**src/rtl/core/bmz_div.sv**
```systemverilog
// Pipelined restoring unsigned divider, one quotient bit per stage, with sideband tag.
module bmz_div #(
    parameter int DW = 32,
    parameter int VW = 20,
    parameter int QW = 32,
    parameter int TW = 1
) (
    input  logic          i_clk,
    input  logic          i_rst_n,
    input  logic          i_en,
    input  logic          i_valid,
    input  logic [DW-1:0] i_dvd,
    input  logic [VW-1:0] i_dvs,
    input  logic [TW-1:0] i_tag,
    output logic          o_valid,
    output logic [QW-1:0] o_quo,
    output logic [VW-1:0] o_rem,
    output logic [TW-1:0] o_tag
);

    localparam int XW = (DW > VW + QW) ? DW : VW + QW;

    logic          r_vld [QW];
    logic [DW-1:0] r_rem [QW];
    logic [QW-1:0] r_quo [QW];
    logic [TW-1:0] r_tag [QW];

    for (genvar s = 0; s < QW; s++) begin : g_stage
        localparam int B = QW - 1 - s;
        logic          w_vld_in;
        logic [DW-1:0] w_rem_in;
        logic [QW-1:0] w_quo_in;
        logic [TW-1:0] w_tag_in;
        logic [XW-1:0] w_sub;
        logic          w_ge;
        logic [DW-1:0] n_rem;
        logic [QW-1:0] n_quo;

        if (s == 0) begin : g_first
            assign w_vld_in = i_valid;
            assign w_rem_in = i_dvd;
            assign w_quo_in = '0;
            assign w_tag_in = i_tag;
        end else begin : g_next
            assign w_vld_in = r_vld[s-1];
            assign w_rem_in = r_rem[s-1];
            assign w_quo_in = r_quo[s-1];
            assign w_tag_in = r_tag[s-1];
        end

        assign w_sub = XW'(i_dvs) << B;
        assign w_ge  = XW'(w_rem_in) >= w_sub;

        always_comb begin
            n_quo    = w_quo_in;
            n_quo[B] = w_ge;
            n_rem    = w_ge ? DW'(XW'(w_rem_in) - w_sub) : w_rem_in;
        end

        always_ff @(posedge i_clk) begin
            if (!i_rst_n) begin
                r_vld[s] <= 1'b0;
            end else if (i_en) begin
                r_vld[s] <= w_vld_in;
            end
        end

        always_ff @(posedge i_clk) begin
            if (i_en) begin
                r_rem[s] <= n_rem;
                r_quo[s] <= n_quo;
                r_tag[s] <= w_tag_in;
            end
        end
    end

    assign o_valid = r_vld[QW-1];
    assign o_quo   = r_quo[QW-1];
    assign o_rem   = r_rem[QW-1][VW-1:0];
    assign o_tag   = r_tag[QW-1];

endmodule

```
**config.mk**
```make
export PLATFORM = sky130hd
export DESIGN_NAME = bmz_div
export DESIGN_NICKNAME = d
export VERILOG_FILES = /design/src/rtl/core/bmz_div.sv
export SDC_FILE = /design/constraint.sdc
export NUM_CORES = 2
export LEC_CHECK = 0
export ABC_AREA = 1
export BUFFER_PORTS_ARGS = -buffer_cell sky130_fd_sc_hd__buf_2
export CORE_UTILIZATION = 55
export CTS_CLUSTER_SIZE = 16
export DETAILED_ROUTE_END_ITERATION = 10
export PLACE_DENSITY = 0.7
export SYNTH_ARGS = -nofsm -noshare
export SYNTH_HDL_FRONTEND = slang
export SYNTH_SLANG_ARGS = --single-unit
```
**constraint.sdc**
```tcl
create_clock -name i_clk -period 6 [get_ports i_clk]
set_clock_uncertainty 0.15 [all_clocks]
set_input_delay 0 -clock i_clk [delete_from_list [all_inputs] [get_ports i_clk]]
set_output_delay 0 -clock i_clk [all_outputs]
set_load 0.02 [all_outputs]
```
# Yosys cells after proc, flatten, opt, wreduce, memory -nomap -nowiden
# Memories as Yosys holds them, arrays and structs flattened.
# Index checks and enable logic that the tools add are counted.
# W data, S select, Z words.
# op_classes
add_sub_neg	32
magnitude_cmp	32
n_mux	69
bitwise_logic	32
# ops
operator	n
$mux W32	32
$sub A32 B32 Y32	20
$ge A32 B51 Y1	1
$ge A32 B50 Y1	1
$ge A32 B49 Y1	1
$ge A32 B48 Y1	1
$ge A32 B47 Y1	1
$ge A32 B46 Y1	1
$ge A32 B45 Y1	1
$ge A32 B44 Y1	1
$ge A32 B43 Y1	1
$ge A32 B42 Y1	1
$ge A32 B41 Y1	1
$ge A32 B40 Y1	1
$ge A32 B39 Y1	1
$ge A32 B38 Y1	1
$ge A32 B37 Y1	1
$mux W1	37
$ge A32 B36 Y1	1
$ge A32 B35 Y1	1
$ge A32 B34 Y1	1
$ge A32 B33 Y1	1
$ge A32 B20 Y1	1
$ge A32 B21 Y1	1
other kinds (24)	55
# totals
register_bits	0
ram_bits	2112
inputBits	57
out_inout_bits	54
word_cells	169
memories	4
# mem_list
memory	depth	word_bits	read_ports	rd_clocked_by_memory_dff	write_ports	line	rtl
r_quo	32	32	32	0	32	25	logic [QW-1:0] r_quo [QW];
r_rem	32	32	32	0	32	24	logic [DW-1:0] r_rem [QW];
r_tag	32	1	32	0	32	26	logic [TW-1:0] r_tag [QW];
r_vld	32	1	32	0	32	23	logic r_vld [QW];

# Longest topological paths before layout
# depth
ltp_word	4
mapped_depth	16

# Least setup slack after synthesis
# No wires, ideal clock.
# synth_path
path_type	input to register
start	input i_dvs[1]
end	memory r_rem[26][23], in the netlist r_rem[1][343], data pin
setup_ns	0.252
arrival_time_ns	2.228
required_time_ns	5.598
setup_slack_ns	3.370
cell_stages	13
n_path_buf	1
path_cell_list	inv_1 ha_1 nand2_1 nor2_1 nor2_2 nor2_1 nor2_1 nand2_1 nand2_1 nand2_4 buf_6 nand2_1 nand2_1
# synth_lines
item	line	rtl
from (decl)	13	input logic [VW-1:0] i_dvs,
to (decl)	24	

==> results.toml <==
[worst_setup_path]
end_kind = "flop"
crit_top_cell = "dlygate4sd3_1"
critical_path_required_ns = 6.43
path_max_fanout = 9
crit_type = "in -> reg"
slowest_stage = "inv_1"
crit_arrival_ns = 5.07
cp-start-kind = "input port"
crit_chain = "dlygate4sd3_1 > buf_2 > inv_1 > buf_4 > nand2_1 > nor3_1 > dlygate4sd3_1 > nand2_1 > nor3_1 > nand3_1 > nand3_1 > dlygate4sd3_1 > nand2_1 > dlygate4sd3_1"
cpPeakStageDelay_ns = 0.76

[sta]
setup_viol = 0
min_period_ns = 4.638
slew_violations = 0
tns_ns = 0
setup_slack_ns = 1.362
finalCritPeriodShare_pct = 77.29
rsz0062_at_grt = "false"
max_slew_margin_pct = 20.37
finalHoldViolations = 0
max_freq_mhz = 215.6
worst-slew-pin-transition_ns = 1.184

[route]
route.detailed.drc = 0
detail-route-antenna-nets = 0
drt_wl_total_um = 238900
via_per_inst = 5.505
routedWlPerCell_um = 19.49
vias = 67490
drtIter0Drc = 6530
dr.pass1.iters = 6

[global_routing]
antenna_found_initial = 10
overflow = 0
grt_use_total_pct = 29.53
grt_pass1_wl_um = 367300
grt_max_degree = 188
grt_pass1_vias = 63950

[die]
row_count = 146
start_util_pct = 55.45
core_area_um2 = 158600
die_y_um = 401.8
io_pins = 111
die_w_um = 401.8
dieArea_um2 = 161500

[layout]
fin_nets = 10580
layout-drive-gt1-share_pct = 5.694
syn2layout_area_growth_pct = 11.56
final_common_cell = "nand2_1"
layout_common_cells = "nand2_1, edfxtp_1, inv_1, nor2_1, nand3_1"

[clock_network]
cts_resized = 0
tritoncts = "built"
post_cts_buffers = 0
clockRootBuffer = "clkbuf_16"
path_clk_slew_ns = 0.06
cts_made_buffers = 170
clock_path_buffers = 3
cts.sinks = 1604
cts_max_level = 4
clkLatencyLatePin_ns = 0.84
postCtsHoldBufs = 103

[logic_synthesis]
synth_cells = 9695
async_flop_share_pct = 0
synth_area_um2 = 87930
synth.avg_cell_area_um2 = 9.070
synth_seq_cells = 1604
synth_edf_count = 1603
ys.flop_type = "edfxtp_1"
ys_types = 57
yosys_warnings = 0
yosysSeqAreaShare_pct = 54.77
synth.net_count = 10230

[power]
p_per_area_nw_per_um2 = 394.1
vdd_drop_max_mv = 0.3525
power.leakage_nw = 43.75

[placement]
port_buffers = 110
dp_hpwl_um = 173300
pre_cts_slack_ns = 2.108
gp_congestion = 0.9761

[worst_hold_path]
hold_class = "in -> reg"

[job]
drv_cap = 0

[status]
outcome = "finished clean"
-- metrics by stage --
stage               hold slack (ns)  util (%)  power [mW]  instances  area, um2
floorplan                  -0.05113         -       23.61       9695      87930
global placement            0.02805     57.41       27.22      11840      91030
detailed placement          0.03493     57.41       27.29      11840      91030
CTS                        0.004817     61.86       38.63      12260      98080
global route                0.06745     61.86       40.93      12260      98090
finish                      0.08600     61.86       38.66      12260      98090
-- state kept, by name, summed over array words and instances (netlist names) --
register	count
r_vld	32
r_tag	32
r_quo	528
r_rem	1012
-- layout make-up --
class	count	area, um2
multi-input cells	6692	34270
clock inverters	119	1663
clock buffers	193	4362
fillers	13410	60470
well taps	2072	2592
diodes	3	7.507
inverters	1308	4917
flip-flops and latches	1604	48160
repair buffers	270	2125
-- where the power goes --
group,total (mW),internal (mW),switching (mW)
logic,11.8,3.91,7.88
registers,15.6,14.4,1.28
clock network,11.2,6.57,4.65
total,38.7,24.8,13.8
-- worst max-delay path, delay by kind of cell --
| family | cells | cell delay, ns |
|---|---|---|
| buf+inv | 7 | 3.60 |
| simple gates | 7 | 1.45 |
-- cell usage after synthesis (4+ instances only) --
master	instances	area [um2]
a21boi_0	10	75.07
a21o_1	10	75.07
a21oi_1	351	1757
a21oi_2	14	122.6
a21oi_4	5	81.33
a31oi_1	6	37.54
and2_1	23	143.9
buf_2	39	195.2
buf_4	20	150.1
buf_6	17	191.4
clkbuf_1	15	56.30
edfxtp_1	1603	48140
fa_1	31	620.6
ha_1	450	5630
inv_1	1292	4850
inv_2	13	48.80
nand2_1	3338	12530
nand2_2	21	131.4
nand3_1	580	2903
nand3_2	14	140.1
nand3_4	4	70.07
nand3b_1	78	585.6
nand4_1	206	1289
nor2_1	849	3187
nor2_2	14	87.58
nor2_4	6	67.56
nor3_1	93	465.5
nor3_2	4	40.04
nor4_1	40	250.2
o211ai_1	4	30.03
o21a_1	5	37.54
o21ai_0	160	800.8
o21ai_1	35	175.2
o21bai_1	31	232.7
or2_2	22	137.6
xnor2_1	61	534.3
xor2_1	198	1734
-- routing by layer --
layer | vias up | GRT usage, % | share of wire, %
li1 | 32820 | - | -
met1 | 31760 | 42.56 | 45
met2 | 2460 | 45.60 | 44
met3 | 443 | 4.304 | 7.3
met4 | 8 | 10.63 | 3.6
met5 | - | 0 | 0.023
-- cells by family (layout without fill, tap and decap cells) --
family	Yosys count	in the layout	share of synthesized area, %
AND/OR/NAND/NOR	5315	5315	25.32
flip-flops	1604	1604	54.77
buffers and inverters	1399	1890	6.267
AO/OA/AOI/OAI	637	637	3.960
adder cells (fa/ha/maj)	481	481	7.109
XOR/XNOR	259	259	2.580
other	0	3	0
-- path summary, 6_finish.rpt --
kind | slack (ns) | cells past startpoint | to | start
worst max register to register | 2.23 | 14 | r_rem[1][494]$_DFFE_PP_ | r_rem[1][448]$_DFFE_PP_
worst min register to register | 0.26 | 0 | r_quo[16][26]$_DFFE_PP_ | r_quo[15][26]$_DFFE_PP_
worst max-delay path | 1.36 | 14 | r_rem[0][31]$_DFFE_PP_ | i_dvs[14]
worst min-delay path | 0.09 | 6 | r_rem[0][405]$_DFFE_PP_ | i_dvs[17]
(Power assumes the default switching activity.)
