--- src/rtl/core/bmz_ram.sv ---
// Generic RAM: one write port, two registered read ports.
module bmz_ram #(
    parameter int WIDTH = 32,
    parameter int DEPTH = 64
) (
    input  logic                     i_clk,
    input  logic                     i_we,
    input  logic [$clog2(DEPTH)-1:0] i_waddr,
    input  logic [WIDTH-1:0]         i_wdata,
    input  logic                     i_re,
    input  logic [$clog2(DEPTH)-1:0] i_raddr_a,
    input  logic [$clog2(DEPTH)-1:0] i_raddr_b,
    output logic [WIDTH-1:0]         o_rdata_a,
    output logic [WIDTH-1:0]         o_rdata_b
);

    logic [WIDTH-1:0] r_mem [DEPTH];

    always_ff @(posedge i_clk) begin
        if (i_we) begin
            r_mem[i_waddr] <= i_wdata;
        end
    end

    always_ff @(posedge i_clk) begin
        if (i_re) begin
            o_rdata_a <= r_mem[i_raddr_a];
            o_rdata_b <= r_mem[i_raddr_b];
        end
    end

endmodule

--- config.mk ---
export PLATFORM = sky130hd
export DESIGN_NAME = bmz_ram
export DESIGN_NICKNAME = d
export VERILOG_FILES = /design/src/rtl/core/bmz_ram.sv
export SDC_FILE = /design/constraint.sdc
export NUM_CORES = 2
export LEC_CHECK = 0
export BUFFER_PORTS_ARGS = -buffer_cell sky130_fd_sc_hd__clkbuf_2
export CAP_MARGIN = 20
export CORE_ASPECT_RATIO = 1.4
export CORE_MARGIN = 2
export CORE_UTILIZATION = 60
export CTS_BUF_LIST = sky130_fd_sc_hd__clkbuf_2
export CTS_CLUSTER_SIZE = 20
export DETAILED_ROUTE_END_ITERATION = 12
export PLACE_DENSITY = 0.76
export SETUP_SLACK_MARGIN = 0.1
export SLEW_MARGIN = 40
export SYNTH_ARGS = -nofsm -noshare
export SYNTH_HDL_FRONTEND = slang
export SYNTH_SLANG_ARGS = --single-unit
--- constraint.sdc ---
create_clock -name i_clk -period 4.8 [get_ports i_clk]
set_clock_uncertainty 0.05 [all_clocks]
set_input_delay 0.48 -clock i_clk [delete_from_list [all_inputs] [get_ports i_clk]]
set_output_delay 0.48 -clock i_clk [all_outputs]
set_load 0.01 [all_outputs]
* Word-level counts from Yosys, hierarchy flattened
Memory sizes are Yosys's and may differ from the RTL's. A register that Yosys moved wholly into a read port is not among the register bits.
Cells that the tools add are included.
** Word-level totals
- Register bits after elaboration :: 0
- Bits in latches :: 0
- Memory bits (writable) :: 2048
- Bits in read-only memories :: 0
- Bits of input ports :: 53
- Output and inout bits :: 64
- Logic and storage cells :: 3
- Memories :: 1
** Operators by class
- $add $sub $neg :: 0
- Multipliers :: 0
- Divide/modulo/power cells :: 0
- Order comparisons :: 0
- Equal/unequal tests :: 0
- Shift operators :: 0
- Mux-type cells :: 2
- Bitwise gates (word level) :: 0
- Reduce and logical (&&, ||, !) cells :: 0
** Memory list
- r_mem :: words 64, bits a word 32, rd ports 2, clocked after memory_dff 2, wr ports 1, line 17 : logic [WIDTH-1:0] r_mem [DEPTH];
** Operator list (number)
- $mux 1 :: 2

* Logic depth before layout (Yosys ltp)
- Depth in word-level cells :: 2
- Gate-level depth with buffers :: 10

* Worst setup path after synthesis
No wires, ideal clock.
- Kind :: input-to-reg
- Start point :: input port i_waddr[3]
- End point :: memory r_mem[48][0], enable pin
- Arrival time :: 3.210 ns
- Data required time :: 4.289 ns
- Slack :: 1.079 ns
- Cell stages on the path :: 4
- Path buffers :: 1
- Path through :: clkbuf_1 -> nor2b_1 -> nand4b_1 -> nor3_1
** RTL lines
- start: declaration :: line 8 : input logic [$clog2(DEPTH)-1:0] i_waddr,
- end: declaration :: line 17
No word-level cell before the write port.

==> impl_summary.log <==
[metrics] Max Freq: 215.4 MHz
[metrics] Met2 Routed Length: 136.4 mm
[metrics] worst-case reg-to-reg path depth: 8
[metrics] Finished Layout Cells: ~7.5k
[metrics] final period utilization: 0.9671
[metrics] synthesized area per cell: roughly 22 um^2
[metrics] clock edge transition at the registers on the reported setup and hold paths: 120 ps
[metrics] FFs w/ async S/R, synth: 0
[metrics] Final Net Count: roughly 5k
[metrics] post-DP HPWL: 170.3 mm
[metrics] endpoint arrival time on the critical path: 6340 ps
[metrics] worst hold start: i_wdata[31]
[metrics] normalized max-slew margin: 0.07564
[metrics] number of antenna violations at the first check in global routing: 17
[metrics] number of standard cells after synthesis: 4412
[metrics] largest net degree at the start of global routing: 73
[metrics] static leakage power: 34.62 nW
[metrics] RR Endpoint: o_rdata_b[30]
[metrics] setup repair after global routing missed its margin: false
[metrics] setup violators final: 0
[metrics] Floorplan Core Area: around 160000 um^2
[metrics] number of max-slew violations in the final report: 0
[metrics] global-route wire length before repair: a little over 400 mm
[metrics] Syn Nets: 4465
[metrics] post-synthesis sequential area ratio: 0.6586
[metrics] EDFF count, synth: 2112
[metrics] netlist area before placement: around 96000 um^2
[metrics] global-route usage over all layers: 0.3603
[metrics] average via count per standard cell: 7.509
[metrics] initial drt markers: ~9.3k
[metrics] uppermost metal layer occupied by signal nets: met5
[metrics] effective utilization at floorplan: 0.6018
[metrics] total grt overflow: 0
[metrics] clk sinks: 2112
[metrics] classification of the worst setup path: in -> reg
[metrics] Hold Vio Cnt, Final: 0
[metrics] count of maximum capacitance violations: 0
[metrics] status: complete, no violations
[metrics] Boundary Pins: ~120
[metrics] TritonCTS clock tree: yes
[metrics] sum of routed wire segments on met1: between 90 and 100 mm
[metrics] setup TNS after final layout: 0 ps
[metrics] Die ar.: around 160000 um^2
[metrics] power density over cell area: between 300 and 400 nW/um^2
[metrics] Slew @ Worst Pin: 1387 ps
[metrics] critical path peak fanout: 20
[metrics] horizontal extent of the die: roughly 340 um
[metrics] cell count after placement: roughly 6.5k
[metrics] worst-case setup slack after placement: approximately 1200 ps
[metrics] Yosys cell types: 37
[metrics] total of flip-flops plus latches after synthesis: between 2k and 2.5k
[metrics] minimum hold slack: around 140 ps
[metrics] Synth Flop Type: sky130_fd_sc_hd__edfxtp_1
[metrics] startpoint of the most critical register-to-register path: r_mem[8][30]
[metrics] required time at the endpoint of the critical path: about 6500 ps
[metrics] count of warnings emitted by yosys: 0
[metrics] TritonCTS buffer count: roughly 470
[metrics] final WL: ~290 mm
[metrics] total number of H-tree levels: 5
[metrics] worst-case setup margin in the final layout: around 160 ps
[metrics] root buffer selected by CTS: sky130_fd_sc_hd__clkbuf_2
[metrics] worst reg2reg setup slack: ~830 ps
[metrics] vertical extent of the die: between 400 and 500 um
[metrics] clock tree buffer depth: 4
[metrics] std cell rows: 174
[metrics] # resized after CTS: 0
[metrics] Hold Path Class: in -> reg
[metrics] Filler Cells Inserted: slightly above 10k
[metrics] worst hold path endpoint: r_mem[36][31]
[metrics] number of design rule violations left after detail routing: 0
[metrics] remaining antenna violation count: 0
[metrics] insertion delay of the later-clocked pin in the worst-skew pair: 2040 ps
[metrics] cell count of the worst hold path: 4
[metrics] detailed-router iteration count before antenna repair: 6
[metrics] startpoint class of the critical path: input pin
[metrics] number of port buffers: 116
[metrics] element type at the critical path end: register
[metrics] total number of vias: around 56k
[metrics] wire length per cell after detailed routing: 38.73 um
[metrics] routability-driven placement congestion ratio: 0.8784
[metrics] final critical path time including I/O delays and setup: 4642 ps
[metrics] fin util: 0.6710
[metrics] maximum resistive drop on vdd: about 0.3 mV
[metrics] met3 wirelength from detailed routing: about 44 mm
[metrics] fraction of final layout cells with drive strength greater than 1: 0.4260
[metrics] number of global-route vias before repair: ~57k
[metrics] Area growth syn-to-layout: 11.49%
[state kept, by name, indices dropped and copies added, names as in the netlist]
register / count
r_mem: 2048
o_rdata_a: 32
o_rdata_b: 32
[layout by cell type, fill, tap and decap left out, types with 28 or more instances in the layout]
master,netlist,layout
sky130_fd_sc_hd__edfxtp_1,2112,2112
sky130_fd_sc_hd__mux4_2,1124,1124
sky130_fd_sc_hd__clkbuf_2,0,715
sky130_fd_sc_hd__mux2i_1,204,204
sky130_fd_sc_hd__buf_4,55,162
sky130_fd_sc_hd__dlygate4sd3_1,0,148
sky130_fd_sc_hd__clkinv_1,0,126
sky130_fd_sc_hd__nand2_1,93,91
sky130_fd_sc_hd__a22oi_1,85,85
sky130_fd_sc_hd__buf_12,0,68
sky130_fd_sc_hd__nor2_4,0,63
sky130_fd_sc_hd__a21oi_1,58,58
sky130_fd_sc_hd__o22ai_1,56,55
sky130_fd_sc_hd__mux2_2,36,36
sky130_fd_sc_hd__o21ai_1,31,32
sky130_fd_sc_hd__nor2_1,94,31
sky130_fd_sc_hd__clkbuf_4,0,28
[report_power, final]
group	leakage, nW	internal, W	switching (W)
clock network	3.04	0.00386	0.00691
logic	12.5	0.00152	0.00198
registers	19.1	0.0205	0.000132
[kinds of logic after synthesis]
| group | Yosys count | synth area share |
|---|---|---|
| muxes | 1364 | 0.2883 |
| DFF | 2112 | 0.6586 |
| and+or+nand+nor | 248 | 0.01125 |
| buffers and inverters | 348 | 0.01814 |
| AOI/OAI and AO/OA | 340 | 0.02376 |
[worst max-delay path by stage]
stage	start	end	slack [ps]	depth (start not counted)
3_5_place_dp	i_raddr_b[0]	o_rdata_b[19]	1200	7
5_1_grt	i_raddr_a[5]	o_rdata_a[24]	330	13
4_1_cts	i_raddr_a[5]	o_rdata_a[24]	510	13
3_3_place_gp	i_raddr_b[0]	o_rdata_b[19]	1200	7
2_1_floorplan	i_waddr[3]	r_mem[48][0]	1080	4
6_report	i_raddr_a[5]	o_rdata_a[24]	160	13
[per-layer routing]
| layer | track usage | vias up |
|---|---|---|
| met5 | 0 | - |
| li1 | - | 21200 |
| met2 | 0.5428 | 5023 |
| met3 | 0.1209 | 877 |
| met4 | 0.1602 | 12 |
| met1 | 0.4846 | 29340 |
[final cells by class]
cell class	count	area, um^2	area share
diodes	16	40.04	0.0003729
clock buffers	638	3193	0.02974
clock inverters	161	769.5	0.007167
inverters	1	3.754	0.00003496
multi-input cells	1952	31680	0.2950
flip-flops and latches	2112	63420	0.5907
well taps	2112	2643	0.02461
repair buffers	526	5620	0.05235
[timing repair]
item | 4_1_cts | 5_1_grt
endpoints found under the setup margin | 0 | 0
hold endpoints to repair | 4162 | 7
buffers inserted | 0 | 0
hold buffers | 175 | 5
[critical path, stage by stage]
cell                            delay, ps
sky130_fd_sc_hd__dlygate4sd3_1        560
sky130_fd_sc_hd__dlygate4sd3_1        640
sky130_fd_sc_hd__buf_4                390
sky130_fd_sc_hd__dlygate4sd3_1        840
sky130_fd_sc_hd__buf_4                390
sky130_fd_sc_hd__nand3b_1             580
sky130_fd_sc_hd__o22ai_1              390
sky130_fd_sc_hd__a211oi_1              80
sky130_fd_sc_hd__dlygate4sd3_1        620
sky130_fd_sc_hd__o21ai_1               90
sky130_fd_sc_hd__dlygate4sd3_1        580
sky130_fd_sc_hd__a21oi_1               70
sky130_fd_sc_hd__dlygate4sd3_1        600
[Yosys cell counts, types with 9 or more instances]
master / n / area (um^2)
sky130_fd_sc_hd__edfxtp_1: 2112 / 63420
sky130_fd_sc_hd__mux4_2: 1124 / 25310
sky130_fd_sc_hd__mux2i_1: 204 / 2042
sky130_fd_sc_hd__clkbuf_1: 135 / 506.7
sky130_fd_sc_hd__buf_2: 121 / 605.6
sky130_fd_sc_hd__nor2_1: 94 / 352.8
sky130_fd_sc_hd__nand2_1: 93 / 349.1
sky130_fd_sc_hd__a22oi_1: 85 / 638.1
sky130_fd_sc_hd__a21oi_1: 58 / 290.3
sky130_fd_sc_hd__o22ai_1: 56 / 350.3
sky130_fd_sc_hd__buf_4: 55 / 412.9
sky130_fd_sc_hd__mux2_2: 36 / 405.4
sky130_fd_sc_hd__o21ai_1: 31 / 155.2
sky130_fd_sc_hd__o211ai_1: 27 / 202.7
sky130_fd_sc_hd__buf_1: 25 / 93.84
sky130_fd_sc_hd__nor2b_1: 19 / 118.9
sky130_fd_sc_hd__o21ai_0: 18 / 90.09
sky130_fd_sc_hd__o221ai_1: 16 / 140.1
sky130_fd_sc_hd__a211oi_1: 15 / 112.6
sky130_fd_sc_hd__a221oi_1: 13 / 113.9
sky130_fd_sc_hd__buf_6: 11 / 123.9
sky130_fd_sc_hd__a32oi_1: 9 / 78.83
sky130_fd_sc_hd__nand3_1: 9 / 45.04
sky130_fd_sc_hd__o32a_1: 9 / 90.09
[per-stage QoR]
| stage | total power, W | cell area, um^2 |
|---|---|---|
| 2_1_floorplan | 0.02292 | 96300 |
| 5_1_grt | 0.03597 | 107300 |
| 3_5_place_dp | 0.02422 | 100900 |
| 6_report | 0.03487 | 107400 |
| 3_3_place_gp | 0.02416 | 100700 |
| 4_1_cts | 0.03486 | 107200 |
No activity file was read; power rests on OpenSTA's default activity.
